===== src/rtl/core/sem_pkg.sv =====
// Shared types and constants for the Sobel edge magnitude block.
// No dependencies.
`timescale 1ns / 1ps
package sem_pkg;
  localparam int MAX_LINE = 1024;
  localparam logic [10:0] WIDTH_RESET = 11'd640;
  localparam logic [15:0] HEIGHT_RESET = 16'd480;
  localparam logic [0:0] CFG_WIDTH = 1'b0;
  localparam logic [0:0] CFG_HEIGHT = 1'b1;

  typedef enum logic [2:0] {
    ST_IDLE = 3'b001,
    ST_CALC = 3'b010,
    ST_SEND = 3'b100
  } state_e;

  typedef struct packed {
    logic load;   // take the accepted request into the window
    logic calc;   // run one step of the magnitude unit
    logic start;  // reset magnitude unit and register window sums
    logic push;   // move the finished result into the output register
  } cmd_t;

  typedef struct packed {
    logic emits;  // the loaded item produces a result
    logic done;   // magnitude unit finished
  } sts_t;
endpackage


===== src/rtl/core/sem_ctrl.sv =====
// Controller state machine for the Sobel edge magnitude block.
// Depends on sem_pkg.
`timescale 1ns / 1ps
module sem_ctrl (
  input  logic          clk_i,
  input  logic          rst_ni,
  input  logic          in_valid_i,
  output logic          in_ready_o,
  output logic          out_valid_o,
  input  logic          out_ready_i,
  input  sem_pkg::sts_t sts_i,
  output sem_pkg::cmd_t cmd_o
);
  sem_pkg::state_e state_q, state_d;
  logic start_q, start_d;
  logic seed_q, seed_d;
  logic full_q, full_d;

  always_ff @(posedge clk_i or negedge rst_ni) begin
    if (!rst_ni) begin
      state_q <= sem_pkg::ST_IDLE;
      start_q <= 1'b0;
      seed_q <= 1'b0;
      full_q <= 1'b0;
    end else begin
      state_q <= state_d;
      start_q <= start_d;
      seed_q <= seed_d;
      full_q <= full_d;
    end
  end

  assign out_valid_o = full_q;

  always_comb begin
    state_d = state_q;
    start_d = 1'b0;
    seed_d = start_q;
    full_d = full_q && !out_ready_i;
    in_ready_o = 1'b0;
    cmd_o = '0;
    unique case (state_q)
      sem_pkg::ST_IDLE: begin
        in_ready_o = 1'b1;
        if (in_valid_i) begin
          cmd_o.load = 1'b1;
          state_d = sem_pkg::ST_CALC;
          start_d = 1'b1;
        end
      end
      sem_pkg::ST_CALC: begin
        // window shifts in the cycle after load; decide and seed after it
        if (seed_q) begin
          cmd_o.start = 1'b1;
          if (!sts_i.emits) state_d = sem_pkg::ST_IDLE;
        end else if (!start_q) begin
          if (sts_i.done) begin
            if (!full_q || out_ready_i) begin
              cmd_o.push = 1'b1;
              full_d = 1'b1;
              state_d = sem_pkg::ST_IDLE;
            end else begin
              state_d = sem_pkg::ST_SEND;
            end
          end else begin
            cmd_o.calc = 1'b1;
          end
        end
      end
      sem_pkg::ST_SEND: begin
        // hold the result until the output register frees up
        if (!full_q || out_ready_i) begin
          cmd_o.push = 1'b1;
          full_d = 1'b1;
          state_d = sem_pkg::ST_IDLE;
        end
      end
      default: state_d = sem_pkg::ST_IDLE;
    endcase
  end
endmodule


===== config.mk =====
export PLATFORM = sky130hd
export DESIGN_NAME = sem_ctrl
export DESIGN_NICKNAME = d
export VERILOG_FILES = /design/src/rtl/core/sem_pkg.sv /design/src/rtl/core/sem_ctrl.sv
export SDC_FILE = /design/constraint.sdc
export NUM_CORES = 1
export LEC_CHECK = 0
export ABC_AREA = 1
export BUFFER_PORTS_ARGS = -buffer_cell sky130_fd_sc_hd__buf_2
export CAP_MARGIN = 20
export CELL_PAD_IN_SITES_DETAIL_PLACEMENT = 2
export CELL_PAD_IN_SITES_GLOBAL_PLACEMENT = 2
export CORE_MARGIN = 2
export CORE_UTILIZATION = 24
export CTS_CLUSTER_DIAMETER = 40
export DETAILED_ROUTE_END_ITERATION = 6
export PLACE_DENSITY_LB_ADDON = 0.1
export SYNTH_ARGS = -nofsm -noshare
export SYNTH_HDL_FRONTEND = slang
export SYNTH_SLANG_ARGS = --single-unit

===== constraint.sdc =====
create_clock -name clk_i -period 2.1 [get_ports clk_i]
set_clock_uncertainty 0.2 [all_clocks]
set_input_delay 0.525 -clock clk_i [delete_from_list [all_inputs] [get_ports clk_i]]
set_output_delay 0.525 -clock clk_i [all_outputs]
set_load 0.02 [all_outputs]

==> results of run 1 <==
## layer usage
metal	global-route usage, %	part of all wire, %	vias to the layer above
li1	-	-	192
met1	18.96	43	184
met2	23.94	50	10
met3	6.383	5.5	2
met4	5.625	0.86	0
met5	0	0	-
## layout make-up
type	instances	area (µm²)
fillers	161	793.3
multi-input cells	33	209.0
flip-flops and latches	6	152.6
repair buffers	17	117.6
inverters	8	32.53
clock buffers	4	26.28
well taps	15	18.77
## critical path: stages, from the launching register on
cell,delay [ns]
dfrtp_2,0.44
nor2_4,0.14
nand3_4,0.10
nor3_4,0.13
nor2_2,0.06
nor2_1,0.09
buf_4,0.14
## layout by cell type, fill, tap and decap left out
cell / count
nand2_4: 1
inv_4: 1
buf_6: 2
clkbuf_4: 3
nand3_1: 3
nand4_1: 1
nand3_4: 1
dfrtp_2: 1
nand3_2: 1
clkbuf_1: 1
a31oi_1: 1
buf_4: 6
buf_2: 8
nor2_4: 3
nand3b_1: 1
dfstp_2: 1
dlygate4sd3_1: 1
nand2_1: 6
dfrtp_1: 4
nor2_2: 2
inv_2: 3
inv_1: 4
a21oi_1: 1
nor2_1: 8
nor3_1: 3
nor3_4: 1
## per-stage QoR
stage                     hold slack (ns)  utilization (%)  cells  cell area (µm²)
after global placement             0.1658            31.51     73            425.4
after CTS                          0.2598            37.07     81            500.5
after detailed placement           0.1648            31.51     73            425.4
final                              0.2896            41.24     83            556.8
after floorplan                   0.02941                -     48            359.1
after global routing               0.3154            41.24     83            556.8
## power groups by stage
| stage | registers [mW] | logic (mW) | clock network, mW |
|---|---|---|---|
| floorplan | 0.211 | 0.197 | 0 |
| global placement | 0.213 | 0.273 | 0 |
| detailed placement | 0.214 | 0.272 | 0 |
| CTS | 0.219 | 0.304 | 0.127 |
| global route | 0.233 | 0.440 | 0.145 |
| finish | 0.225 | 0.397 | 0.124 |
## repair_timing
action,4_1_cts,5_1_grt
gates resized for setup,5,11
setup buffers,3,2
hold endpoints to repair,5,0
hold buffers,1,0
pin swaps,0,2
setup endpoints to repair,2,3
## cell usage after synthesis
| cell type | number |
|---|---|
| nor2_1 | 10 |
| nand2_1 | 6 |
| dfrtp_1 | 5 |
| inv_1 | 5 |
| inv_2 | 3 |
| nand3_1 | 3 |
| nor2_2 | 3 |
| nor3_1 | 3 |
| nand3_2 | 2 |
| a21oi_1 | 1 |
| a31oi_1 | 1 |
| buf_4 | 1 |
| dfstp_2 | 1 |
| nand2_2 | 1 |
| nand3b_1 | 1 |
| nand4_1 | 1 |
| nor3_2 | 1 |
## worst paths after layout
kind	start	end	slack [ns]
min in group asynchronous	rst_ni	state_q[2]	0.44
worst min-delay path	seed_d	seed_q	0.29
worst max-delay path	state_q[2]	cmd_o[0]	0.02
worst min register to register	seed_d	seed_q	0.29
max in group asynchronous	rst_ni	state_q[0]	1.03
worst max register to register	state_q[0]	state_q[0]	0.61
## registers in the layout, summed over array words and instances (netlist names)
register     flops
seed_q           1
out_valid_o      1
seed_d           1
state_q          3
## cells by family (layout without fill, tap and decap cells)
family | count (synthesis) | in the layout | share of synthesized area, %
AOI/OAI and AO/OA | 2 | 2 | 3.136
buffers and inverters | 9 | 29 | 10.45
and+or+nand+nor | 31 | 31 | 44.25
DFF | 6 | 6 | 42.16
==> metrics.md, run 1 <==
| Metric | Value |
|---|---|
| First DRT Iteration DRCs | 1 |
| Fraction of layout instances using a drive strength above 1 | 50.00% |
| Remaining antenna violation count | 0 |
| Fin crit period | 2.077 ns |
| Max Freq | between 400 and 500 MHz |
| Avg Cell Area, Syn | around 7.5 µm² |
| Yosys cell types | 17 |
| # rows | 13 |
| Final Hold Vio Count | 0 |
| GRT Total Usage | 15.44% |
| Cell depth of the worst flop-to-flop path | 7 |
| DR vias | approximately 390 |
| Via/cell ratio | approximately 4.7 |
| Total number of H-tree levels | 1 |
| Worst Hold Class | reg2reg |
| DR pass1 iterations | 2 |
| Yosys top cell area share | 34.84% |
| RSZ-0062 raised after global routing | yes |
| Cell-internal power | ~400 µW |
| Pleak | 0.2869 nW |
| Crit path DAT | approximately 1.4 ns |
| Area delta synth->final | 55.05% |
| Number of global-route vias before repair | around 410 |
| Clk slew on worst S/H paths | around 0.050 ns |
| Crit. End Element | output port |
| Fin crit share | between 90% and 100% |
| Cell Pwr Density | about 1300 mW/mm² |
| First-pass GRT wire length | 1.952 mm |
| FF+latch count, synth | 6 |
| CTS tree | built |
| Combinational Power Share | between 50% and 60% |
| WL/cell | approximately 14 µm |
| Core area | about 0.0014 mm² |
| Max Cap Viol | 0 |
| CTS root buf | clkbuf_4 |
| Chip width | around 43 µm |
| Post-layout worst setup margin | 0.02319 ns |
| CTS Buf Count | 3 |
| Starting density of the core | about a quarter |
| WL final | 1.168 mm |
| Final setup fails | 0 |
| Die area | between 0.0015 and 0.002 mm² |
| Setup CP Type | reg2out |
| Total gr overflow | 0 |
| Worst rel slew slack | between 80% and 90% |
| Post-DP HPWL | between 800 and 900 µm |
| Antenna violations before repair | 0 |
| Synth area leader | dfrtp_1 |
| IO Pins | 12 |
| Register area share after synthesis | approximately 42% |
| Max IR drop VDD | 0.5588 mV |
| Gpl congestion | roughly 0.79 |
| CTS max path bufs | 2 |
| Clock sink total | 6 |
| NetSw | 338.8 µW |
| Diode count | 0 |
| Clock insertion delay at the later pin of the skew report | 0.25 ns |
| Nets | 75 |
| Synth warn | 0 |
| Port bufs | 11 |
| Worst slew pin tran | around 0.30 ns |
| Slew Viols, Final | 0 |
| Mapped Area | approximately 360 µm² |
| Largest net degree at the start of global routing | 7 |
| Number of cells produced by synthesis | 48 |
| Sequential power share | 30.1% |
| Worst Path Required | 1.37 ns |
| Clock power frac | roughly 17% |
| Die Ht | between 40 and 50 µm |
| DRC Markers | 0 |
| Total power draw | approximately 750 µW |
| Hold path depth | 0 |
| Crit path max fanout | 4 |
| Top cells by area, synth | dfrtp_1 35%, nor2_1 10%, dfstp_2 7.3% |
| Sw frac | 45.41% |
| Pre-CTS setup slack | 0.2091 ns |
| Status | completed |
| Mapped Nets | between 50 and 60 |
| Final TNS setup | 0 ns |
| Startpoint types | flop |
Note: power is estimated with default switching activity, not from simulation.
==> inputs of run 2 (changes only) <==
Settings changed: CORE_ASPECT_RATIO set to 0.9.
==> run 2 against run 1 <==
Utilization decreased by 5.5 points. Cell count decreased by 4.8%. Global-route usage increased by 0.32 points. Largest cell class unchanged. Wire length decreased by 3.0%. Critical endpoint is now cmd_o[2]. Critical path depth decreased by 2.
==> metrics.md, run 2 (same netlist as run 1, synthesis figures left out) <==
| Metric | Value |
|---|---|
| Status | completed |
| Diode count | 0 (unchanged) |
| Nets | 71 (-5.3%) |
| Total gr overflow | 0 (unchanged) |
| R2R Path End | state_q[2] |
| Crit path max fanout | 4 (unchanged) |
| Max incr delay on CP | 0.43 ns (about the same) |
| Clock power frac | 18.2% (+1.6 points) |
| Worst Hold Class | reg2reg |
| Number of global-route vias before repair | 386 (-4.9%) |
| Antenna violations before repair | 0 (unchanged) |
| Pre-CTS setup slack | 0.2237 ns (+0.01460 ns) |
| Worst Path Required | 1.37 ns (about the same) |
| Combinational Power Share | 47.9% (-5.4 points) |
| Final setup fails | 0 (unchanged) |
| Die area | 0.001822 mm² (about the same) |
| Post-layout worst setup margin | 0.01480 ns (-0.008394 ns) |
| Max IR drop VDD | 0.4988 mV (-11%) |
| Hold path depth | 0 (unchanged) |
| Slew Viols, Final | 0 (unchanged) |
| Clock insertion delay at the later pin of the skew report | 0.26 ns (about the same) |
| Final core utilization | 35.72% (-5.5 points) |
| Crit path DAT | 1.36 ns (about the same) |
| Cell depth of the worst flop-to-flop path | 7 (unchanged) |
| Worst rel slew slack | 82.12% (+2.0 points) |
| CTS Buf Count | 3 (unchanged) |
| Total number of H-tree levels | 1 (unchanged) |
| Final Hold Vio Count | 0 (unchanged) |
| Gpl congestion | 0.7382 (-7.0%) |
| Pleak | 0.2624 nW (-8.6%) |
| Remaining antenna violation count | 0 (unchanged) |
| Setup CP Type | reg2out |
| Fin crit period | 2.085 ns (+0.008393 ns) |
| DR pass1 iterations | 2 (unchanged) |
| NetSw | 317.1 µW (-6.4%) |
| CTS tree | built |
| Cell-internal power | 355.6 µW (-13%) |
| GRT Total Usage | 15.76% (+0.32 points) |
| Startpoint types | flop |
| Sequential power share | 33.9% (+3.8 points) |
| WL final | 1.133 mm (-3.0%) |
| # rows | 13 (unchanged) |
| Starting density of the core | 25.38% (-1.2 points) |
| Die Ht | 40.70 µm (-4.7%) |
| Cell Pwr Density | 1331 mW/mm² (-0.69%) |
| Max Freq | 479.6 MHz (-0.40%) |
| Worst slew pin tran | 0.2661 ns (-0.03278 ns) |
| Commonest cells after routing, fill and taps aside | 9 x nor2_1, 9 x buf_2, 6 x nand2_1 |
| Core area | 0.001415 mm² (+4.8%) |
| WL/cell | 14.34 µm (+1.9%) |
| Cell breakdown of the critical path | nor2_4 > nand3_4 > nor3_1 > buf_2 |
| Reg-to-reg startpoint | state_q[0] |
| Sw frac | 47.14% (+1.7 points) |
| Total power draw | 672.6 µW (-9.8%) |
| Number of flip-flops in the largest register | 3 (unchanged) |
| Area delta synth->final | 40.77% |
| Flop2flop setup slack | 0.64 ns (+0.03 ns) |
| Critical path's slowest cell | dfrtp_2 |
| DRC Markers | 0 (unchanged) |
| Worst Min Path Start | seed_d |
| First-pass GRT wire length | 1.835 mm (-6.0%) |
| IO Pins | 12 (unchanged) |
| First DRT Iteration DRCs | 3 (+2) |
| CTS root buf | clkbuf_4 |
| Largest net degree at the start of global routing | 7 (unchanged) |
| Cell family with most CP delay | simple AND/OR/NAND/NOR gates |
| Hold EP | seed_q |
| Port bufs | 11 (unchanged) |
| CTS max path bufs | 2 (unchanged) |
| Fraction of layout instances using a drive strength above 1 | 46.88% (-3.1 points) |
| Fin crit share | 99.30% (+0.40 points) |
| Post-DP HPWL | 812.6 µm (-2.5%) |
| Clock sink total | 6 (unchanged) |
| Via/cell ratio | 4.633 (-0.89%) |
| Max Cap Viol | 0 (unchanged) |
| Clk slew on worst S/H paths | 0.05 ns (about the same) |
| Chip width | 44.78 µm (+4.9%) |
| Critical path buffers and inverters | 1 (unchanged) |
| Most flops, register | state_q |
| Crit. End Element | output port |
| DR vias | 366 (-5.7%) |
| RSZ-0062 raised after global routing | yes |
-- run 2: changes by cell type in the layout (fill, tap and decap cells not counted), sizes merged --
cell  before  now
buf       16   12
-- run 2: power by group through the flow --
stage	Sequential [mW]	Combinational, mW	Clock, mW
after floorplan	0.211	0.197	0
final	0.228	0.322	0.122
after global routing	0.235	0.355	0.132
after detailed placement	0.216	0.273	0
after global placement	0.219	0.270	0
after CTS	0.221	0.295	0.124
-- run 2: through the flow --
step	setup TNS, ns	area (µm²)	cells	hold slack (ns)
final	0	505.5	79	0.2808
after global routing	-0.06904	505.5	79	0.3037
after CTS	0	478.0	78	0.2845
after detailed placement	0	425.4	73	0.1635
after global placement	0	425.4	73	0.1665
after floorplan	0	359.1	48	0.02941
-- run 2: cell type report --
cell class / instances / area, µm²
flip-flops and latches: 6 / 153.9
clock buffers: 4 / 26.28
repair buffers: 13 / 81.33
inverters: 8 / 30.03
well taps: 15 / 18.77
multi-input cells: 33 / 195.2
fillers: 174 / 909.6
-- run 2: how the worst max path moves through the flow --
stage / slack (ns) / cells after the start / startpoint / end
final: 0.01 / 4 / state_q[2] / cmd_o[2]
after global routing: -0.04 / 6 / state_q[0] / cmd_o[0]
after CTS: 0.001 / 6 / state_q[2] / cmd_o[0]
after detailed placement: 0.22 / 6 / state_q[2] / cmd_o[0]
after global placement: 0.24 / 6 / sts_i[0] / cmd_o[0]
after floorplan: 0.26 / 3 / state_q[2] / cmd_o[2]
-- run 2: layer usage --
layer	wire length, µm	GRT usage, %	vias up	share of wire, %
li1	-	-	186	-
met1	518	19.05	166	46
met2	532	25.00	11	47
met3	63	6.608	3	5.6
met4	19	6.618	0	1.7
met5	0	0	-	0
-- run 2: what timing repair did --
action,in CTS,in global routing
hold endpoints to repair,5,0
gates resized for setup,5,6
setup buffers,0,1
hold buffers,1,0
endpoints found under the setup margin,2,3
pin swaps,0,1
